--- config.mk ---
export PLATFORM = sky130hd
export DESIGN_NAME = flash_journal_mount_scanner_unit_flat
export DESIGN_NICKNAME = d
export VERILOG_FILES = /design/src/design/fjm_pkg.sv /design/src/design/fjm_if.sv /design/src/design/flash_journal_mount_scanner_unit.sv /design/src/design/fjm_front.sv /design/src/design/fjm_back.sv /design/src/flat_wrapper.sv
export SDC_FILE = /design/constraint.sdc
export NUM_CORES = 2
export LEC_CHECK = 0
export ABC_AREA = 1
export CAP_MARGIN = 10
export CELL_PAD_IN_SITES_DETAIL_PLACEMENT = 1
export CELL_PAD_IN_SITES_GLOBAL_PLACEMENT = 2
export CORE_UTILIZATION = 38
export DETAILED_ROUTE_END_ITERATION = 6
export DONT_BUFFER_PORTS = 1
export PLACE_DENSITY = 0.77
export SLEW_MARGIN = 20
export SYNTH_ARGS = -nofsm -noshare
export SYNTH_HDL_FRONTEND = slang
export SYNTH_HIERARCHICAL = 1
export SYNTH_SLANG_ARGS = --single-unit
--- constraint.sdc ---
create_clock -name clk -period 14.7 [get_ports clk]
set_input_delay 2.205 -clock clk [delete_from_list [all_inputs] [get_ports clk]]
set_output_delay 2.205 -clock clk [all_outputs]
set_load 0.03 [all_outputs]
--- src/design/fjm_pkg.sv ---
// Shared types, codes and constant tables of the flash journal mount scanner.
// Depends on nothing.
`default_nettype none
package fjm_pkg;

  localparam int NUM_BLOCKS      = 3;
  localparam int MIRROR_BYTES    = 32;
  localparam int MAX_BLOCK_BYTES = 16;
  localparam int HEADER_BYTES    = 8;
  localparam int SECTOR_BYTES    = 4096;
  localparam int SECT_SHIFT      = $clog2(SECTOR_BYTES);

  // function codes of an input word
  localparam logic [1:0] FN_START  = 2'd0;
  localparam logic [1:0] FN_BYTE   = 2'd1;
  localparam logic [1:0] FN_STATUS = 2'd2;
  localparam logic [1:0] FN_MIRROR = 2'd3;

  // result kinds
  localparam logic [2:0] K_NONE   = 3'd0;
  localparam logic [2:0] K_READ   = 3'd1;
  localparam logic [2:0] K_ERASE  = 3'd2;
  localparam logic [2:0] K_DONE   = 3'd3;
  localparam logic [2:0] K_MIRROR = 3'd4;

  localparam logic [1:0] OUT_FOUND   = 2'd0;
  localparam logic [1:0] OUT_REBUILT = 2'd1;
  localparam logic [1:0] OUT_NONE    = 2'd2;

  localparam logic [7:0]  MAG_ACTIVE  = 8'hAA;
  localparam logic [7:0]  MAG_HISTORY = 8'h0A;
  localparam logic [7:0]  MAG_CONT    = 8'h55;
  localparam logic [7:0]  MAG_INVALID = 8'h00;
  localparam logic [7:0]  MAG_ERASED  = 8'hFF;
  localparam logic [7:0]  CONT_ID     = 8'hA5;
  localparam logic [15:0] CONT_INST   = 16'hCAFE;
  localparam logic [15:0] CONT_ADDR   = 16'hDADA;
  localparam logic [15:0] CONT_CRC    = 16'h0CBC;
  localparam logic [15:0] MIRROR_JUMP = 16'h2000;

  typedef enum logic [1:0] {
    OP_START, OP_BYTE, OP_STATUS, OP_MIRROR
  } op_t;

  // classified input word held in the queue
  typedef struct packed {
    op_t        op;
    logic [7:0] read_byte;
    logic       flash_ok;
    logic [4:0] mirror_index;
  } item_t;

  // queue head as seen by the execution side
  typedef struct packed {
    logic  valid;
    item_t item;
  } head_t;

  function automatic logic [4:0] blk_size(input logic [1:0] id);
    case (id)
      2'd0:    blk_size = 5'd8;
      2'd1:    blk_size = 5'd8;
      default: blk_size = 5'd16;
    endcase
  endfunction

  function automatic logic [4:0] blk_offset(input logic [1:0] id);
    case (id)
      2'd0:    blk_offset = 5'h00;
      2'd1:    blk_offset = 5'h08;
      default: blk_offset = 5'h10;
    endcase
  endfunction

  function automatic logic [7:0] blk_magic(input logic [1:0] id);
    case (id)
      2'd0:    blk_magic = 8'h1D;
      2'd1:    blk_magic = 8'hEE;
      default: blk_magic = 8'hCE;
    endcase
  endfunction

  function automatic logic [7:0] mirror_default(input logic [4:0] idx);
    case (idx)
      5'd0:    mirror_default = 8'h1D;
      5'd1:    mirror_default = 8'h01;
      5'd2:    mirror_default = 8'h00;
      5'd3:    mirror_default = 8'h01;
      5'd8:    mirror_default = 8'hEE;
      5'd16:   mirror_default = 8'hCE;
      default: mirror_default = 8'hFF;
    endcase
  endfunction

endpackage
`default_nettype wire

--- src/design/fjm_if.sv ---
// Valid/ready channel interfaces for the scanner's input and result words.
// Depends on nothing.
`default_nettype none
interface fjm_in_if;
  logic       valid;
  logic       ready;
  logic [1:0] func;
  logic [7:0] read_byte;
  logic       flash_ok;
  logic [4:0] mirror_index;
  modport source (output valid, func, read_byte, flash_ok, mirror_index, input ready);
  modport sink (input valid, func, read_byte, flash_ok, mirror_index, output ready);
endinterface

interface fjm_out_if;
  logic        valid;
  logic        ready;
  logic [2:0]  kind;
  logic [15:0] flash_address;
  logic [4:0]  byte_count;
  logic [7:0]  mirror_byte;
  logic [1:0]  outcome;
  modport source (output valid, kind, flash_address, byte_count, mirror_byte, outcome,
                  input ready);
  modport sink (input valid, kind, flash_address, byte_count, mirror_byte, outcome,
                output ready);
endinterface
`default_nettype wire

--- src/design/flash_journal_mount_scanner_unit.sv ---
// Flash journal mount scanner: header/block scan of a four-sector journal.
// Depends on fjm_pkg, fjm_in_if, fjm_out_if, fjm_front and fjm_back.
//
// Usage: words arrive on in_ch (func selects start, flash byte, flash status
// or mirror read). A start with flash_ok set (else a later good status word)
// issues the first 8-byte header read request on out_ch; the host then feeds
// the read bytes one word each. Each word gives at most one result: read
// request, sector erase request, scan finished (with next free data address
// and outcome) or a RAM mirror byte.
// A word taken from in_ch is registered in the queue, then executed from the
// queue head into the output register.
// Throughput: one word per cycle while out_ch takes results; the execution
// stage handles each whole word, including a 9x8 checksum multiply-accumulate.
// Reset (rst_n low, synchronous) empties the queue and output register and
// loads the default mirror contents. When out_ch stalls, the output register
// holds its result, the execution stage stops and the two-entry queue takes
// up to two more words before in_ch.ready falls.
`default_nettype none
module flash_journal_mount_scanner_unit (
  input  wire logic   clk,
  input  wire logic   rst_n,
  fjm_in_if.sink      in_ch,
  fjm_out_if.source   out_ch
);
  import fjm_pkg::*;

  head_t head;
  logic  pop;

  fjm_front u_front (
    .clk             (clk),
    .rst_n           (rst_n),
    .in_valid        (in_ch.valid),
    .in_ready        (in_ch.ready),
    .in_func         (in_ch.func),
    .in_read_byte    (in_ch.read_byte),
    .in_flash_ok     (in_ch.flash_ok),
    .in_mirror_index (in_ch.mirror_index),
    .head            (head),
    .pop             (pop)
  );

  fjm_back u_back (
    .clk               (clk),
    .rst_n             (rst_n),
    .head              (head),
    .pop               (pop),
    .out_valid         (out_ch.valid),
    .out_ready         (out_ch.ready),
    .out_kind          (out_ch.kind),
    .out_flash_address (out_ch.flash_address),
    .out_byte_count    (out_ch.byte_count),
    .out_mirror_byte   (out_ch.mirror_byte),
    .out_outcome       (out_ch.outcome)
  );
endmodule
`default_nettype wire

--- src/design/fjm_front.sv ---
// Front side: accepts input words, classifies them and holds them in a
// two-entry queue. Depends on fjm_pkg.
`default_nettype none
module fjm_front (
  input  wire logic          clk,
  input  wire logic          rst_n,
  input  wire logic          in_valid,
  output logic               in_ready,
  input  wire logic [1:0]    in_func,
  input  wire logic [7:0]    in_read_byte,
  input  wire logic          in_flash_ok,
  input  wire logic [4:0]    in_mirror_index,
  output fjm_pkg::head_t     head,
  input  wire logic          pop
);
  import fjm_pkg::*;

  item_t      q_r [2];
  logic       wp_r, rp_r;
  logic [1:0] cnt_r;
  item_t      cls;
  logic       push;

  always_comb begin
    unique case (in_func)
      FN_START:  cls.op = OP_START;
      FN_BYTE:   cls.op = OP_BYTE;
      FN_STATUS: cls.op = OP_STATUS;
      default:   cls.op = OP_MIRROR;
    endcase
    cls.read_byte    = in_read_byte;
    cls.flash_ok     = in_flash_ok;
    cls.mirror_index = in_mirror_index;
  end

  assign in_ready   = (cnt_r != 2'd2);
  assign push       = in_valid && in_ready;
  assign head.valid = (cnt_r != 2'd0);
  assign head.item  = q_r[rp_r];

  always_ff @(posedge clk) begin
    if (push) q_r[wp_r] <= cls;
    if (!rst_n) begin
      wp_r  <= 1'b0;
      rp_r  <= 1'b0;
      cnt_r <= 2'd0;
    end else begin
      if (push) wp_r <= ~wp_r;
      if (pop)  rp_r <= ~rp_r;
      cnt_r <= cnt_r + {1'b0, push} - {1'b0, pop};
    end
  end
endmodule
`default_nettype wire

--- src/design/fjm_back.sv ---
// Back side: runs the journal scan on one queued word per cycle unless a
// held result stalls, and holds results in an output register. Depends on fjm_pkg.
`default_nettype none
module fjm_back (
  input  wire logic           clk,
  input  wire logic           rst_n,
  input  fjm_pkg::head_t      head,
  output logic                pop,
  output logic                out_valid,
  input  wire logic           out_ready,
  output logic [2:0]          out_kind,
  output logic [15:0]         out_flash_address,
  output logic [4:0]          out_byte_count,
  output logic [7:0]          out_mirror_byte,
  output logic [1:0]          out_outcome
);
  import fjm_pkg::*;

  localparam logic [2:0] PH_IDLE   = 3'd0;
  localparam logic [2:0] PH_HEADER = 3'd1;
  localparam logic [2:0] PH_DATA   = 3'd2;
  localparam logic [2:0] PH_ERASE  = 3'd3;
  localparam logic [2:0] PH_WAIT   = 3'd4;

  localparam logic [1:0] ACT_NONE    = 2'd0;
  localparam logic [1:0] ACT_HEADER  = 2'd1;
  localparam logic [1:0] ACT_CORRUPT = 2'd2;
  localparam logic [1:0] ACT_REPAIR  = 2'd3;

  localparam logic [15:0] FIRST_DATA = 16'(SECTOR_BYTES);

  logic [2:0]  phase_r, phase_nxt;
  logic [1:0]  sector_r, sector_nxt;
  logic [15:0] hdr_addr_r, hdr_addr_nxt;
  logic [15:0] next_addr_r, next_addr_nxt;
  logic [4:0]  cnt_r, cnt_nxt;
  logic [63:0] hdr_r, hdr_nxt;
  logic [15:0] acc_r, acc_nxt;
  logic [7:0]  dbuf_r [MAX_BLOCK_BYTES];
  logic [7:0]  dbuf_nxt [MAX_BLOCK_BYTES];
  logic [7:0]  mirror_r [MIRROR_BYTES];
  logic [7:0]  mirror_nxt [MIRROR_BYTES];
  logic [1:0]  status_r [NUM_BLOCKS];
  logic [1:0]  status_nxt [NUM_BLOCKS];
  logic [15:0] inst_r [NUM_BLOCKS];
  logic [15:0] inst_nxt [NUM_BLOCKS];
  logic        found_r, found_nxt;

  logic        ov_r, ov_nxt;
  logic [2:0]  kind_r, kind_nxt;
  logic [15:0] addr_r, addr_nxt;
  logic [4:0]  bc_r, bc_nxt;
  logic [7:0]  mb_r, mb_nxt;
  logic [1:0]  oc_r, oc_nxt;

  item_t       it;
  logic [1:0]  act;
  logic        emit;
  logic [63:0] w;
  logic [7:0]  f_magic, f_id;
  logic [15:0] f_inst, f_addr, f_crc;
  logic [1:0]  id2;
  logic [4:0]  size;
  logic [15:0] prod;
  logic [4:0]  cnt_inc;

  assign pop = head.valid && (!ov_r || out_ready);
  assign it  = head.item;

  always_comb begin
    phase_nxt     = phase_r;
    sector_nxt    = sector_r;
    hdr_addr_nxt  = hdr_addr_r;
    next_addr_nxt = next_addr_r;
    cnt_nxt       = cnt_r;
    hdr_nxt       = hdr_r;
    acc_nxt       = acc_r;
    dbuf_nxt      = dbuf_r;
    mirror_nxt    = mirror_r;
    status_nxt    = status_r;
    inst_nxt      = inst_r;
    found_nxt     = found_r;
    act           = ACT_NONE;
    emit          = 1'b0;
    kind_nxt      = K_NONE;
    addr_nxt      = 16'd0;
    bc_nxt        = 5'd0;
    mb_nxt        = 8'd0;
    oc_nxt        = OUT_NONE;
    cnt_inc       = cnt_r + 5'd1;
    w             = hdr_r;
    if (cnt_r < 5'(HEADER_BYTES)) w[{cnt_r[2:0], 3'b000} +: 8] = it.read_byte;
    f_magic = w[7:0];
    f_id    = w[15:8];
    f_inst  = w[31:16];
    f_addr  = w[47:32];
    f_crc   = w[63:48];
    id2     = hdr_r[9:8];
    size    = blk_size(id2);
    prod    = 16'(({1'b0, it.read_byte} + {4'd0, cnt_r}) * {1'b0, it.read_byte});

    if (pop) begin
      case (it.op)
        OP_START: begin
          phase_nxt     = PH_IDLE;
          sector_nxt    = 2'd0;
          hdr_addr_nxt  = 16'd0;
          next_addr_nxt = FIRST_DATA;
          cnt_nxt       = 5'd0;
          hdr_nxt       = 64'd0;
          acc_nxt       = 16'd0;
          for (int i = 0; i < MIRROR_BYTES; i++) mirror_nxt[i] = mirror_default(5'(i));
          for (int i = 0; i < NUM_BLOCKS; i++) begin
            status_nxt[i] = 2'd0;
            inst_nxt[i]   = 16'd0;
          end
          found_nxt = 1'b0;
          if (it.flash_ok) act = ACT_HEADER;
          else phase_nxt = PH_WAIT;
        end
        OP_MIRROR: begin
          emit     = 1'b1;
          kind_nxt = K_MIRROR;
          mb_nxt   = mirror_r[it.mirror_index];
        end
        OP_STATUS: begin
          if (it.flash_ok && phase_r == PH_WAIT) begin
            act = ACT_HEADER;
          end else if (it.flash_ok && phase_r == PH_ERASE) begin
            emit = 1'b1;
            if (sector_r != 2'd3) begin
              sector_nxt   = sector_r + 2'd1;
              hdr_addr_nxt = 16'(sector_r + 2'd1) << SECT_SHIFT;
              kind_nxt     = K_ERASE;
              addr_nxt     = hdr_addr_nxt;
            end else begin
              sector_nxt   = 2'd0;
              hdr_addr_nxt = 16'd0;
              phase_nxt    = PH_IDLE;
              kind_nxt     = K_DONE;
              addr_nxt     = next_addr_r;
              oc_nxt       = OUT_REBUILT;
            end
          end
        end
        default: begin
          if (phase_r == PH_HEADER) begin
            hdr_nxt = w;
            cnt_nxt = cnt_inc;
            if (cnt_inc >= 5'(HEADER_BYTES)) begin
              // decode the completed header
              if (f_magic == MAG_ACTIVE || f_magic == MAG_HISTORY) begin
                if (f_addr[15:SECT_SHIFT] == hdr_addr_r[15:SECT_SHIFT] &&
                    f_id < 8'(NUM_BLOCKS)) begin
                  phase_nxt = PH_DATA;
                  cnt_nxt   = 5'd0;
                  acc_nxt   = f_inst + f_addr + {8'd0, f_id};
                  emit      = 1'b1;
                  kind_nxt  = K_READ;
                  addr_nxt  = f_addr;
                  bc_nxt    = blk_size(f_id[1:0]);
                end else begin
                  act = ACT_CORRUPT;
                end
              end else if (f_magic == MAG_CONT) begin
                if (!sector_r[0] && f_id == CONT_ID && f_inst == CONT_INST &&
                    f_addr == CONT_ADDR && f_crc == CONT_CRC) begin
                  sector_nxt    = sector_r + 2'd1;
                  hdr_addr_nxt  = 16'(sector_r + 2'd1) << SECT_SHIFT;
                  next_addr_nxt = 16'({1'b0, sector_r} + 3'd2) << SECT_SHIFT;
                  act           = ACT_HEADER;
                end else begin
                  act = ACT_CORRUPT;
                end
              end else if (f_magic == MAG_INVALID) begin
                hdr_addr_nxt = hdr_addr_r + 16'(HEADER_BYTES);
                act          = ACT_HEADER;
              end else if (f_magic == MAG_ERASED) begin
                if (found_r) begin
                  phase_nxt = PH_IDLE;
                  emit      = 1'b1;
                  kind_nxt  = K_DONE;
                  addr_nxt  = next_addr_r;
                  oc_nxt    = OUT_FOUND;
                end else if (sector_r != 2'd3) begin
                  sector_nxt   = sector_r + 2'd1;
                  hdr_addr_nxt = 16'(sector_r + 2'd1) << SECT_SHIFT;
                  act          = ACT_HEADER;
                end else begin
                  act = ACT_REPAIR;
                end
              end else begin
                act = ACT_CORRUPT;
              end
            end
          end else if (phase_r == PH_DATA) begin
            dbuf_nxt[cnt_r[3:0]] = it.read_byte;
            acc_nxt = acc_r + prod;
            cnt_nxt = cnt_inc;
            if (cnt_inc >= size) begin
              // block complete: check magic and checksum, then copy
              if (dbuf_nxt[0] == blk_magic(id2) && acc_nxt == hdr_r[63:48]) begin
                for (int i = 0; i < MAX_BLOCK_BYTES; i++) begin
                  if (5'(i) < size) mirror_nxt[blk_offset(id2) + 5'(i)] = dbuf_nxt[i];
                end
                found_nxt       = 1'b1;
                status_nxt[id2] = 2'd1;
                inst_nxt[id2]   = hdr_r[31:16];
                next_addr_nxt   = hdr_r[47:32];
                hdr_addr_nxt    = hdr_addr_r + 16'(HEADER_BYTES);
                act             = ACT_HEADER;
              end else begin
                act = ACT_CORRUPT;
              end
            end
          end
        end
      endcase

      // fall over to the mirror sectors, or rebuild once they are used up
      if (act == ACT_CORRUPT) begin
        if (!sector_r[1]) begin
          sector_nxt   = sector_r + 2'd2;
          hdr_addr_nxt = hdr_addr_r + MIRROR_JUMP;
          act          = ACT_HEADER;
        end else begin
          act = ACT_REPAIR;
        end
      end
      if (act == ACT_REPAIR) begin
        sector_nxt    = 2'd0;
        hdr_addr_nxt  = 16'd0;
        next_addr_nxt = FIRST_DATA;
        for (int i = 0; i < NUM_BLOCKS; i++) begin
          inst_nxt[i] = 16'd0;
          if (status_r[i] == 2'd1) status_nxt[i] = 2'd2;
        end
        phase_nxt = PH_ERASE;
        emit      = 1'b1;
        kind_nxt  = K_ERASE;
        addr_nxt  = 16'd0;
      end
      if (act == ACT_HEADER) begin
        phase_nxt = PH_HEADER;
        cnt_nxt   = 5'd0;
        hdr_nxt   = 64'd0;
        emit      = 1'b1;
        kind_nxt  = K_READ;
        addr_nxt  = hdr_addr_nxt;
        bc_nxt    = 5'(HEADER_BYTES);
      end
    end

    if (pop && emit) ov_nxt = 1'b1;
    else if (out_ready) ov_nxt = 1'b0;
    else ov_nxt = ov_r;
  end

  always_ff @(posedge clk) begin
    hdr_r    <= hdr_nxt;
    acc_r    <= acc_nxt;
    dbuf_r   <= dbuf_nxt;
    inst_r   <= inst_nxt;
    if (pop && emit) begin
      kind_r <= kind_nxt;
      addr_r <= addr_nxt;
      bc_r   <= bc_nxt;
      mb_r   <= mb_nxt;
      oc_r   <= oc_nxt;
    end
    if (!rst_n) begin
      phase_r     <= PH_IDLE;
      sector_r    <= 2'd0;
      hdr_addr_r  <= 16'd0;
      next_addr_r <= FIRST_DATA;
      cnt_r       <= 5'd0;
      found_r     <= 1'b0;
      ov_r        <= 1'b0;
      for (int i = 0; i < MIRROR_BYTES; i++) mirror_r[i] <= mirror_default(5'(i));
      for (int i = 0; i < NUM_BLOCKS; i++) status_r[i] <= 2'd0;
    end else begin
      phase_r     <= phase_nxt;
      sector_r    <= sector_nxt;
      hdr_addr_r  <= hdr_addr_nxt;
      next_addr_r <= next_addr_nxt;
      cnt_r       <= cnt_nxt;
      found_r     <= found_nxt;
      ov_r        <= ov_nxt;
      mirror_r    <= mirror_nxt;
      status_r    <= status_nxt;
    end
  end

  assign out_valid         = ov_r;
  assign out_kind          = kind_r;
  assign out_flash_address = addr_r;
  assign out_byte_count    = bc_r;
  assign out_mirror_byte   = mb_r;
  assign out_outcome       = oc_r;
endmodule
`default_nettype wire

--- src/flat_wrapper.sv ---
// flat-port wrapper written by rule: the top's interface ports become plain ports
module flash_journal_mount_scanner_unit_flat import fjm_pkg::*;
  (clk, rst_n, in_ch_valid, in_ch_func, in_ch_read_byte, in_ch_flash_ok, in_ch_mirror_index, in_ch_ready, out_ch_valid, out_ch_kind, out_ch_flash_address, out_ch_byte_count, out_ch_mirror_byte, out_ch_outcome, out_ch_ready);
  fjm_in_if in_ch_i ();
  fjm_out_if out_ch_i ();
  input  wire logic clk;
  input  wire logic rst_n;
  input wire logic [$bits(in_ch_i.valid)-1:0] in_ch_valid;
  input wire logic [$bits(in_ch_i.func)-1:0] in_ch_func;
  input wire logic [$bits(in_ch_i.read_byte)-1:0] in_ch_read_byte;
  input wire logic [$bits(in_ch_i.flash_ok)-1:0] in_ch_flash_ok;
  input wire logic [$bits(in_ch_i.mirror_index)-1:0] in_ch_mirror_index;
  output wire logic [$bits(in_ch_i.ready)-1:0] in_ch_ready;
  output wire logic [$bits(out_ch_i.valid)-1:0] out_ch_valid;
  output wire logic [$bits(out_ch_i.kind)-1:0] out_ch_kind;
  output wire logic [$bits(out_ch_i.flash_address)-1:0] out_ch_flash_address;
  output wire logic [$bits(out_ch_i.byte_count)-1:0] out_ch_byte_count;
  output wire logic [$bits(out_ch_i.mirror_byte)-1:0] out_ch_mirror_byte;
  output wire logic [$bits(out_ch_i.outcome)-1:0] out_ch_outcome;
  input wire logic [$bits(out_ch_i.ready)-1:0] out_ch_ready;
  assign in_ch_i.valid = in_ch_valid;
  assign in_ch_i.func = in_ch_func;
  assign in_ch_i.read_byte = in_ch_read_byte;
  assign in_ch_i.flash_ok = in_ch_flash_ok;
  assign in_ch_i.mirror_index = in_ch_mirror_index;
  assign in_ch_ready = in_ch_i.ready;
  assign out_ch_valid = out_ch_i.valid;
  assign out_ch_kind = out_ch_i.kind;
  assign out_ch_flash_address = out_ch_i.flash_address;
  assign out_ch_byte_count = out_ch_i.byte_count;
  assign out_ch_mirror_byte = out_ch_i.mirror_byte;
  assign out_ch_outcome = out_ch_i.outcome;
  assign out_ch_i.ready = out_ch_ready;
  flash_journal_mount_scanner_unit u_core (.clk(clk), .rst_n(rst_n), .in_ch(in_ch_i), .out_ch(out_ch_i));
endmodule
==> summary.md <==
| Metric | Value |
|---|---|
| Vias | `32322` |
| Crit-path max FO | `54` |
| IO Count | `56` |
| Post-route DRC | `0` |
| First-pass detailed-route iteration total | `5` |
| Area grow syn2layout | `8.883%` |
| Bufs on Longest Clock Path | `3` |
| Slew @ Worst Pin | `1.237 ns` |
| Post-CTS sizing | `0` |
| Post-synthesis sequential area ratio | `41.08%` |
| RSZ-0062 raised after global routing | `false` |
| Worst setup EP type | `register` |
| Synthesized instance count | `4755` |
| Top cells by area, synth | `edfxtp_1 (23%), dfxtp_1 (18%), nand2_1 (14%), o21ai_0 (8.9%), nand3_1 (4.7%)` |
| Main flop type after synthesis | `dfxtp_1` |
| Crit start category | `register` |
| Post-synth top area cell | `edfxtp_1` |
| Die width | `304.1 µm` |
| Largest net degree at the start of global routing | `230` |
| Post-Syn Area | `34680 µm²` |
| Dpl hpwl | `82.04 mm` |
| Final Hold Viols | `0` |
| Post-synth top area share | `23.47%` |
| Root buf cell | `clkbuf_16` |
| FF+latch count, synth | `576` |
| Distinct cells, synth | `57` |
| ANT cells | `0` |
| Final wirelength | `131.8 mm` |
| DR vias/cell | `5.562` |
| Initial DRC Count | `2409` |
| Slowest cell on crit path | `buf_4` |
| Share of layout cells above drive strength 1 | `5.458%` |
| # hold bufs at CTS | `0` |
| Routability congestion estimate | `0.8842` |
| Worst Skew | `0.03107 ns` |
| Worst hold slack | `0.4659 ns` |
| Max cap viols | `0` |
| Clk Latency, worst-skew pair | `0.65 ns` |
| Outcome | `finished, final reports clean` |
| Tmin final | `10.38 ns` |
| CTS tree | `yes` |
| Final slew viol count | `0` |
| CTS Sinks | `576` |
| Post-synth top cells | `nand2_1 (1339), o21ai_0 (617), inv_1 (427), nor2_1 (345), nand3_1 (328)` |
| Most used cell along the critical path | `nand2_1` |
| Warnings from Yosys | `6` |
| PortBufs | `0` |
| Post-synth EDFFs | `271` |
| Vias in the first global route | `32441` |
| Most common cell in the netlist | `nand2_1` |
| Avg WL per Cell | `22.69 µm` |
| Avg Inst Size Synth | `7.293 µm²` |
| Global route overflow | `0` |
| Final Util | `41.88%` |
| Core area | `90150 µm²` |
| Nets | `4744` |
| Bufs and invs on worst path | `6` |
| DIE AREA | `92470 µm²` |
| # setup viols final | `0` |
| Hold WC Path Type | `register to register` |
| FP Rows | `110` |
| Worst Path Required | `14.97 ns` |
| Clock slew at reported path FFs | `0.06 ns` |
| # fillers | `11141` |
| All-layer global routing usage | `28.18%` |
| Critical path class | `register to register` |
| Ys async rst share | `0%` |
| H-tree Lvls | `3` |
| Global-route wire length before repair | `201.2 mm` |
| CP max stage delay | `0.73 ns` |
| Setup TNS | `0 ns` |
| Post-route ant nets | `0` |
| Number of setup buffers added after CTS | `0` |
| Initial antenna violation count | `3` |
| FMAX | `96.38 MHz` |
| Slew margin rel. | `16.66%` |
| Final period util | `70.58%` |
| Initial Utilization | `38.47%` |
| TritonCTS Buffers | `73` |
| Worst Path Arrival | `10.64 ns` |
| Die Ht | `304.1 µm` |
| CP delay by family, top | `adder cells` |
logic make-up (layout without fill, tap and decap cells):
logic type | count (synthesis) | count (layout) | synth area share [%]
DFF | 576 | 576 | 41.08
muxes | 16 | 16 | 0.6278
buffers and inverters | 755 | 633 | 8.483
and+or+nand+nor | 2124 | 2124 | 25.15
other | 1 | 3 | 0.01081
adders and majority gates | 149 | 149 | 6.805
AOI/OAI and AO/OA | 1102 | 1102 | 17.00
xor gates and xnor gates | 32 | 32 | 0.8479
worst paths after layout:
path	from	endpoint	slack [ns]	depth (start not counted)
worst max-delay path	register	u_core/u_back/hdr_r[56]	4.32	36
worst min register to register	u_core/u_back/next_addr_r[15]	u_core/u_back/next_addr_r[15]	0.47	2
worst max register to register	register	u_core/u_back/hdr_r[56]	4.32	36
worst min-delay path	u_core/u_back/next_addr_r[15]	u_core/u_back/next_addr_r[15]	0.47	2
cells in the final DEF (no fill, tap or decap), drive strengths merged, types with 6 or more instances in the layout:
| cell type | Yosys | final |
|---|---|---|
| nor3 | 29 | 29 |
| clkinv | 2 | 22 |
| xor2 | 23 | 23 |
| dfxtp | 305 | 305 |
| o21ai | 674 | 674 |
| o221ai | 40 | 40 |
| nand4 | 36 | 36 |
| buf | 58 | 49 |
| clkbuf | 248 | 106 |
| xnor2 | 8 | 8 |
| nand3 | 332 | 332 |
| mux2 | 16 | 16 |
| o22ai | 25 | 25 |
| nand2 | 1345 | 1345 |
| inv | 447 | 452 |
| nor2 | 355 | 355 |
| a31oi | 19 | 19 |
| nand3b | 6 | 6 |
| a21oi | 291 | 291 |
| or2 | 10 | 10 |
| and3 | 6 | 6 |
| o211ai | 34 | 34 |
| fa | 66 | 66 |
| edfxtp | 271 | 271 |
| ha | 83 | 83 |
| o21a | 7 | 7 |
| a211oi | 6 | 6 |
sequential cells by signal, summed over array words and instances, names as in the netlist, 5 cells and up, named ones only:
| name | flops |
|---|---|
| u_core/u_back/out_flash_address | 16 |
| u_core/u_back/out_mirror_byte | 8 |
| u_core/u_back/dbuf_r | 128 |
| u_core/u_back/hdr_addr_r | 16 |
| u_core/u_back/next_addr_r | 16 |
| u_core/u_back/acc_r | 16 |
| u_core/u_front/q_r | 32 |
| u_core/u_back/cnt_r | 5 |
| u_core/u_back/mirror_r | 256 |
| u_core/u_back/hdr_r | 64 |
stage by stage:
step,instances,setup WS (ns),area (µm²)
2_1_floorplan,4757,2.543,34680
3_3_place_gp,5676,4.696,35370
3_5_place_dp,5676,4.487,35370
4_1_cts,5811,4.405,37760
5_1_grt,5811,3.660,37760
6_report,5811,4.325,37760
final cells by class:
cell class | instances | area (µm²) | area share, %
flip-flops and latches | 576 | 14240 | 37.72
inverters | 449 | 1695 | 4.490
clock inverters | 29 | 231.5 | 0.6130
multi-input cells | 3426 | 17580 | 46.56
repair buffers | 49 | 380.4 | 1.007
well taps | 1176 | 1471 | 3.897
clock buffers | 106 | 2157 | 5.713
routing by layer:
| metal | vias up | track usage [%] | share of wire (%) |
|---|---|---|---|
| li1 | 15403 | - | - |
| met5 | - | 0 | 0.0083 |
| met3 | 182 | 4.847 | 5.6 |
| met1 | 16049 | 39.97 | 48 |
| met4 | 2 | 7.532 | 2.4 |
| met2 | 686 | 44.05 | 44 |
worst register-to-register path: cells and delay by family (launching register included):
family	cells	cell delay, ns
fa+ha+maj	7	3.12
simple gates	16	3.05
compound gates	5	1.33
buf+inv	6	1.30
mux	1	0.48
xor+xnor	1	0.36
flops	1	0.31
Power is left out: the tool's default activity adds up to more than one toggle a clock period on the data nets, which glitch-free logic cannot reach.
